File: config.mk
export PLATFORM = sky130hd
export DESIGN_NAME = self_organizing_list_access
export DESIGN_NICKNAME = d
export VERILOG_FILES = /design/src/sola_pkg.sv /design/src/sola_ctrl.sv /design/src/sola_dp.sv /design/src/self_organizing_list_access.sv
export SDC_FILE = /design/constraint.sdc
export NUM_CORES = 1
export LEC_CHECK = 0
export ABC_AREA = 1
export BUFFER_PORTS_ARGS = -buffer_cell sky130_fd_sc_hd__buf_4
export CORE_ASPECT_RATIO = 1.2
export CORE_UTILIZATION = 40
export DETAILED_ROUTE_END_ITERATION = 10
export PLACE_DENSITY = 0.52
export SLEW_MARGIN = 5
export SYNTH_ARGS = -nofsm -noshare
export SYNTH_HDL_FRONTEND = slang
export SYNTH_SLANG_ARGS = --single-unit
File: constraint.sdc
create_clock -name clk -period 12.24 [get_ports clk]
set_input_delay 2.448 -clock clk [delete_from_list [all_inputs] [get_ports clk]]
set_output_delay 2.448 -clock clk [all_outputs]
set_load 0.02 [all_outputs]
File: src/sola_pkg.sv
// Shared types and constants for the self-organizing list access block.
// No dependencies; used by sola_ctrl, sola_dp, self_organizing_list_access and the test files.
package sola_pkg;

  localparam int KEY_W    = 5;
  localparam int POS_W    = 5;
  localparam int CNT_W    = 16;
  localparam int TOTAL_W  = 32;
  localparam int POLICY_W = 2;

  localparam logic [CNT_W-1:0]   CNT_MAX   = {CNT_W{1'b1}};
  localparam logic [TOTAL_W-1:0] TOTAL_MAX = {TOTAL_W{1'b1}};

  localparam logic [POLICY_W-1:0] POL_MTF       = 2'd0;
  localparam logic [POLICY_W-1:0] POL_TRANSPOSE = 2'd1;
  localparam logic [POLICY_W-1:0] POL_COUNT     = 2'd2;

  // Controller commands to the datapath
  typedef struct packed {
    logic load;    // capture the request
    logic search;  // locate the key
    logic update;  // reorder, accumulate, emit result
  } cmd_t;

endpackage

File: src/sola_ctrl.sv
// Sequencer for the self-organizing list access block.
// Depends on sola_pkg; drives sola_dp through sola_pkg::cmd_t.
module sola_ctrl (
  input  logic              clk,
  input  logic              rst,
  input  logic              start,
  output logic              busy,
  output sola_pkg::cmd_t    cmd
);

  typedef enum logic [1:0] {
    ST_IDLE,
    ST_SEARCH,
    ST_UPDATE
  } state_t;

  state_t state;

  always_ff @(posedge clk) begin
    if (rst) begin
      state <= ST_IDLE;
      busy  <= 1'b0;
    end else begin
      case (state)
        ST_IDLE: begin
          if (start) begin
            state <= ST_SEARCH;
            busy  <= 1'b1;
          end
        end
        ST_SEARCH: begin
          state <= ST_UPDATE;
          busy  <= 1'b0;
        end
        ST_UPDATE: begin
          // next request may enter while this one updates
          if (start) begin
            state <= ST_SEARCH;
            busy  <= 1'b1;
          end else begin
            state <= ST_IDLE;
          end
        end
        default: begin
          state <= ST_IDLE;
          busy  <= 1'b0;
        end
      endcase
    end
  end

  always_comb begin
    cmd.load   = start && !busy;
    cmd.search = (state == ST_SEARCH);
    cmd.update = (state == ST_UPDATE);
  end

`ifndef NO_ASSERTIONS
  a_busy_one_cycle: assert property (@(posedge clk) disable iff (rst)
    busy |=> !busy)
    else $error("busy held longer than the search cycle");

  a_accept_to_search: assert property (@(posedge clk) disable iff (rst)
    (start && !busy) |=> (state == ST_SEARCH))
    else $error("accepted request did not enter search");

  a_search_to_update: assert property (@(posedge clk) disable iff (rst)
    (state == ST_SEARCH) |=> (state == ST_UPDATE))
    else $error("search not followed by update");

  a_busy_matches_search: assert property (@(posedge clk) disable iff (rst)
    busy == (state == ST_SEARCH))
    else $error("busy out of step with state");
`endif

endmodule

File: src/sola_dp.sv
// Datapath: key list with per-slot hit counters, search, reorder and cost total.
// Depends on sola_pkg; controlled by sola_ctrl through sola_pkg::cmd_t.
module sola_dp #(
  parameter int LIST_SIZE = 16
) (
  input  logic                             clk,
  input  logic                             rst,
  input  sola_pkg::cmd_t                   cmd,
  input  logic [sola_pkg::KEY_W-1:0]       key,
  input  logic                             last_request,
  input  logic                             cfg_write,
  input  logic [sola_pkg::POLICY_W-1:0]    cfg_data,
  output logic                             done,
  output logic [sola_pkg::POS_W-1:0]       position,
  output logic                             found,
  output logic [sola_pkg::TOTAL_W-1:0]     total_cost,
  output logic                             batch_end
);

  localparam int SLOT_W  = $clog2(LIST_SIZE);
  localparam int ENTRY_W = $clog2(LIST_SIZE + 1);
  localparam int CMP_W   = (ENTRY_W > sola_pkg::KEY_W) ? ENTRY_W : sola_pkg::KEY_W;
  localparam int CNT_W   = sola_pkg::CNT_W;
  localparam int TOT_W   = sola_pkg::TOTAL_W;

  logic [ENTRY_W-1:0] entry [LIST_SIZE];
  logic [CNT_W-1:0]   cnt   [LIST_SIZE];

  logic [sola_pkg::KEY_W-1:0]    key_q;
  logic                          last_q;
  logic [sola_pkg::POLICY_W-1:0] policy;
  logic [TOT_W-1:0]              running_total;

  logic [SLOT_W-1:0] hit_slot;
  logic              hit;
  logic [CNT_W-1:0]  hit_cnt;

  logic [ENTRY_W-1:0] key_ent;
  logic [SLOT_W-1:0]  match_slot;
  logic               match_any;
  logic [CNT_W-1:0]   match_cnt;

  logic [LIST_SIZE-1:0] le_vec;
  logic [SLOT_W-1:0]    first_le;
  logic                 any_le;
  logic [SLOT_W-1:0]    dst;
  logic                 move;

  logic [SLOT_W:0]  pos_full;
  logic [TOT_W:0]   sum;
  logic [TOT_W-1:0] total_next;

  assign key_ent = ENTRY_W'(CMP_W'(key_q));

  // parallel compare; keys are distinct so at most one slot matches
  always_comb begin
    match_slot = '0;
    match_any  = 1'b0;
    match_cnt  = '0;
    for (int i = 0; i < LIST_SIZE; i++) begin
      if (CMP_W'(entry[i]) == CMP_W'(key_q)) begin
        match_slot = SLOT_W'(i);
        match_any  = 1'b1;
        match_cnt  = cnt[i];
      end
    end
  end

  // first earlier slot whose count is not greater than the new count
  always_comb begin
    for (int i = 0; i < LIST_SIZE; i++) begin
      le_vec[i] = (SLOT_W'(i) < hit_slot) && (cnt[i] <= hit_cnt);
    end
    first_le = '0;
    any_le   = 1'b0;
    for (int i = LIST_SIZE - 1; i >= 0; i--) begin
      if (le_vec[i]) begin
        first_le = SLOT_W'(i);
        any_le   = 1'b1;
      end
    end
  end

  always_comb begin
    dst  = '0;
    move = 1'b0;
    case (policy)
      sola_pkg::POL_MTF: begin
        dst  = '0;
        move = hit && (hit_slot != '0);
      end
      sola_pkg::POL_TRANSPOSE: begin
        dst  = hit_slot - 1'b1;
        move = hit && (hit_slot != '0);
      end
      sola_pkg::POL_COUNT: begin
        dst  = first_le;
        move = hit && any_le;
      end
      default: begin
        dst  = '0;
        move = 1'b0;
      end
    endcase
  end

  always_comb begin
    pos_full = hit ? ({1'b0, hit_slot} + 1'b1) : '0;
    sum      = {1'b0, running_total} + (TOT_W + 1)'(pos_full);
    total_next = sum[TOT_W] ? sola_pkg::TOTAL_MAX : sum[TOT_W-1:0];
  end

  // list slots: each takes its own entry, its predecessor, or the hit key
  for (genvar i = 0; i < LIST_SIZE; i++) begin : g_slot
    always_ff @(posedge clk) begin
      if (rst) begin
        entry[i] <= ENTRY_W'(i + 1);
        cnt[i]   <= '0;
      end else if (cmd.update && hit) begin
        if (move && (SLOT_W'(i) == dst)) begin
          entry[i] <= key_ent;
          cnt[i]   <= hit_cnt;
        end else if (move && (SLOT_W'(i) > dst) && (SLOT_W'(i) <= hit_slot)) begin
          if (i > 0) begin
            entry[i] <= entry[(i > 0) ? i - 1 : 0];
            cnt[i]   <= cnt[(i > 0) ? i - 1 : 0];
          end
        end else if (!move && (SLOT_W'(i) == hit_slot)) begin
          cnt[i] <= hit_cnt;
        end
      end
    end
  end

  always_ff @(posedge clk) begin
    if (cmd.load) begin
      key_q  <= key;
      last_q <= last_request;
    end
    if (cmd.search) begin
      hit_slot <= match_slot;
      hit_cnt  <= (match_cnt == sola_pkg::CNT_MAX) ? match_cnt : match_cnt + 1'b1;
    end
    if (cmd.update) begin
      position   <= sola_pkg::POS_W'(pos_full);
      found      <= hit;
      total_cost <= total_next;
      batch_end  <= last_q;
    end
  end

  always_ff @(posedge clk) begin
    if (rst) begin
      policy        <= sola_pkg::POL_MTF;
      running_total <= '0;
      hit           <= 1'b0;
      done          <= 1'b0;
    end else begin
      if (cfg_write) begin
        policy <= cfg_data;
      end
      if (cmd.search) begin
        hit <= match_any;
      end
      if (cmd.update) begin
        running_total <= last_q ? '0 : total_next;
      end
      done <= cmd.update;
    end
  end

endmodule

File: src/self_organizing_list_access.sv
// Self-organizing list access unit: accepts one key request on start while busy is
// low and returns one result, marked by done for exactly one cycle, after the request
// has passed a parallel compare over the list and then a one-step shift of the list
// slots; a new request may be issued while the previous one is in its shift step, and
// busy is high only during the compare step. The result cannot be held off.
// The policy register (0 move-to-front, 1 transpose, 2 count) is written through
// cfg_valid/cfg_data, always ready; write it only while no request is in flight.
// Depends on sola_pkg, sola_ctrl and sola_dp.
module self_organizing_list_access #(
  parameter int LIST_SIZE = 16
) (
  input  logic                              clk,
  input  logic                              rst,
  input  logic                              start,
  output logic                              busy,
  input  logic [sola_pkg::KEY_W-1:0]        key,
  input  logic                              last_request,
  input  logic                              cfg_valid,
  output logic                              cfg_ready,
  input  logic [sola_pkg::POLICY_W-1:0]     cfg_data,
  output logic                              done,
  output logic [sola_pkg::POS_W-1:0]        position,
  output logic                              found,
  output logic [sola_pkg::TOTAL_W-1:0]      total_cost,
  output logic                              batch_end
);

  sola_pkg::cmd_t cmd;

  assign cfg_ready = 1'b1;

  sola_ctrl u_ctrl (
    .clk   (clk),
    .rst   (rst),
    .start (start),
    .busy  (busy),
    .cmd   (cmd)
  );

  sola_dp #(
    .LIST_SIZE (LIST_SIZE)
  ) u_dp (
    .clk          (clk),
    .rst          (rst),
    .cmd          (cmd),
    .key          (key),
    .last_request (last_request),
    .cfg_write    (cfg_valid && cfg_ready),
    .cfg_data     (cfg_data),
    .done         (done),
    .position     (position),
    .found        (found),
    .total_cost   (total_cost),
    .batch_end    (batch_end)
  );

endmodule

==> results.txt <==
Ports: 54
TritonCTS Buffers: 50
Post-CTS Setup Inserts: 0
Slew headroom: 22.1%
Root Buffer: clkbuf_16
initial antenna violation count: 2
RePlAce Congestion: 0.943
die width: 251 um
post-cts sizing count: 0
Max Cap Viol: 0
post-route clock period utilization: 52.0%
antenna viol nets, final: 0
CTS max path bufs: 3
Crit-path slowest cell: nand4_1
Cell Rows: 109
chip height: 301 um
Port Buffer Count: 52
top_reg_cell synth: edfxtp_1
via count: 25700
Worst Hold Class: flop to flop
static leakage: 14.2 nW
Compound-Gate Fraction of Synth Area: 10.7%
Wirelength per Cell: 22.5 um
Synthesis Warnings: 0
initial cell density of the core: 40.5%
crit path cell chain: buf_4 -> inv_2 -> nand2_1 -> nor2_1 -> nand2_1 -> inv_1 -> nand2_2 -> nor2_2 -> nand2_1 -> nand4_1
CP Class: input pin to flop
post-synthesis mux area share: 0.0378%
DRC marker count from the first detailed-route iteration: 2563
worst hold-check slack: 0.472 ns
final hold vios: 0
Power Total: 3.81 mW
fin crit period: 6.36 ns
Register-to-Register Path Depth: 26
cts hold-fix bufs: 0
drc violations: 0
syn nets: 3934
Crit path required time: 12.49 ns
CTS tree: built
Routed WL: 105 mm
CP arrival: 6.61 ns
Post-Synth Adder-Cell Area: 10.7%
largest net degree at the start of global routing: 41
RSZ-0062 raised after global routing: false
net total in the final layout: 3955
P&R area growth vs syn: 9.45%
diode count: 0
die footprint: 75600 um^2
Avg Inst Size Synth: 8.12 um^2
XOR/XNOR share of the synthesized area: 2.23%
Fin Clk Skew: 0.0329 ns
Core Area: 73600 um^2
CP Depth: 10
most used cell, CP: nand2_1
worst slack, placed: 5.39 ns
maximum vdd ir drop: 0.000108 V
total grt overflow: 0
Worst path top cell family by delay: simple AND/OR/NAND/NOR gates
Seq cells post-synth: 440
max-slew violations: 0
WHS Path Cells: 2
Final TNS setup: 0 ns
ys async rst share: 0%
Clock Pin Slew Worst Setup and Hold Paths: 0.06 ns
Worst path max stage delay: 0.66 ns
cell area power density: 117 nW/um^2
clock tree sinks: 440
synthesized area: 29800 um^2
crit end category: flop
worst skew pair latency: 0.63 ns
Cell variety after synth: 61
Simple-Gate Fraction of Synth Area: 27.0%
share of post-route cells with drive strength above 1: 8.54%
largest family of logic cells by synthesized area: simple AND/OR/NAND/NOR gates
first-pass GRT wire length: 156 mm
outcome: finished, final reports clean
# setup viols final: 0
HPWL Detailed: 76.5 mm
Syn Inst Count: 3667
worst setup margin: 5.88 ns
H-tree levels: 2
Worst Tran Pin Value: 1.17 ns
CP Launch Type: input pin
Vias/cell: 5.51
CP bufs+invs: 3
first-pass detailed-route iteration total: 6
CP max FO: 39
sequential-to-total area share from yosys stat: 43.0%
GRT Overall Usage: 27.7%
vias in the first global route: 24400
Max Fclk: 0.157 GHz
Post-synth EDFFs: 401
## layer usage
metal | wire length, um | up-vias | GRT usage [%]
met5 | 13 | - | 0
met4 | 3890 | 2 | 9.83
met3 | 7060 | 168 | 3.59
met2 | 47500 | 884 | 44.8
met1 | 46500 | 12200 | 38.1
li1 | - | 12500 | -
## cell usage after synthesis (5+ instances only)
library cell	number	share of area, %
a21o_1	10	0.25
a21oi_1	243	4.1
a221oi_1	19	0.56
a31oi_1	16	0.34
buf_1	5	0.063
buf_2	40	0.67
buf_4	22	0.55
buf_6	17	0.64
clkbuf_1	45	0.57
clkinv_1	5	0.063
dfxtp_1	39	2.6
edfxtp_1	401	40
ha_1	254	11
inv_1	260	3.3
inv_2	28	0.35
nand2_1	1185	15
nand2_2	23	0.48
nand3_1	201	3.4
nand3_2	26	0.87
nand4_1	48	1.0
nor2_1	284	3.6
nor2_2	19	0.40
nor2_4	9	0.34
nor3_1	47	0.79
nor3_2	8	0.27
nor4_1	10	0.21
o211ai_1	9	0.23
o21a_1	9	0.23
o21ai_0	205	3.4
o21ai_1	31	0.52
o21ai_2	5	0.15
o21bai_1	7	0.18
o22ai_1	14	0.29
or2_2	14	0.29
xnor2_1	26	0.76
xor2_1	50	1.5
## final timing paths
check / start / end / slack [ns]
max: rst / u_dp.cnt[1][30]$_DFFE_PP_ / 5.88
min: u_dp.running_total[4]$_SDFFE_PP0P_ / u_dp.running_total[4]$_SDFFE_PP0P_ / 0.47
max reg2reg: u_dp.hit_cnt[12]$_DFFE_PN_ / u_dp.cnt[1][94]$_DFFE_PP_ / 6.05
min reg2reg: u_dp.running_total[4]$_SDFFE_PP0P_ / u_dp.running_total[4]$_SDFFE_PP0P_ / 0.47
## per-stage QoR
step	util [%]	area, um^2	std cells
4_1_cts	44.3	32600	4667
3_3_place_gp	42.1	31000	4579
6_report	44.3	32600	4667
5_1_grt	44.3	32600	4667
3_5_place_dp	42.1	31000	4579
2_1_floorplan	-	29800	3667
## area by class of cell
type                            count  area [um^2]
Inverter                          294         1100
Timing Repair Buffer               98          736
Multi-Input combinational cell   2804        15100
Fill cell                        7342        41000
Clock buffer                       66         1410
Sequential cell                   440        12800
Tap cell                          943         1180
Clock inverter                     22          210
## cells in the final DEF (no fill, tap or decap), types with 4 or more instances in the layout
cell / Yosys / final
a21o_1: 10 / 10
a21oi_1: 243 / 243
a221oi_1: 19 / 19
a31oi_1: 16 / 15
buf_4: 22 / 98
bufinv_16: 0 / 4
clkbuf_1: 45 / 8
clkbuf_16: 0 / 52
clkbuf_8: 0 / 6
clkinv_1: 5 / 15
clkinv_2: 1 / 8
dfxtp_1: 39 / 39
edfxtp_1: 401 / 401
ha_1: 254 / 254
inv_1: 260 / 258
inv_2: 28 / 28
nand2_1: 1185 / 1185
nand2_2: 23 / 23
nand3_1: 201 / 201
nand3_2: 26 / 26
nand4_1: 48 / 48
nor2_1: 284 / 281
nor2_2: 19 / 21
nor2_4: 9 / 10
nor3_1: 47 / 47
nor3_2: 8 / 8
nor4_1: 10 / 10
o211ai_1: 9 / 9
o21a_1: 9 / 9
o21ai_0: 205 / 205
o21ai_1: 31 / 31
o21ai_2: 5 / 5
o21bai_1: 7 / 7
o22ai_1: 14 / 14
or2_2: 14 / 14
xnor2_1: 26 / 26
xor2_1: 50 / 50
## tightest hold or removal path, cell delays in order, from the launching register on
cell	delay, ns
dfxtp_1	0.31
nand2_1	0.06
a21oi_1	0.05
## cell families (layout without fill, tap and decap cells)
| group | after synthesis | count (layout) |
|---|---|---|
| buffers and inverters | 423 | 480 |
| other | 1 | 1 |
| and+or+nand+nor | 1888 | 1888 |
| AOI/OAI and AO/OA | 583 | 583 |
| DFF | 440 | 440 |
| xor gates and xnor gates | 76 | 76 |
| adders and majority gates | 255 | 255 |
| muxes | 1 | 1 |
## flip-flops by register name, indices dropped and copies added, names as in the netlist
signal              flops
u_dp.hit_cnt           16
u_dp.running_total     32
u_dp.hit                1
u_dp.key_ent            5
u_ctrl.busy             1
u_dp.cnt              256
u_dp.found              1
u_dp.policy             2
u_dp.batch_end          1
u_dp.entry             80
u_ctrl.state            2
u_dp.hit_slot           4
u_dp.position           5
u_dp.last_q             1
u_dp.done               1
u_dp.total_cost        32
## where the power goes
part           internal, mW  switching, mW
registers              1.69         0.0420
logic                 0.146          0.389
clock network         0.891          0.659
(Power assumes the default switching activity.)
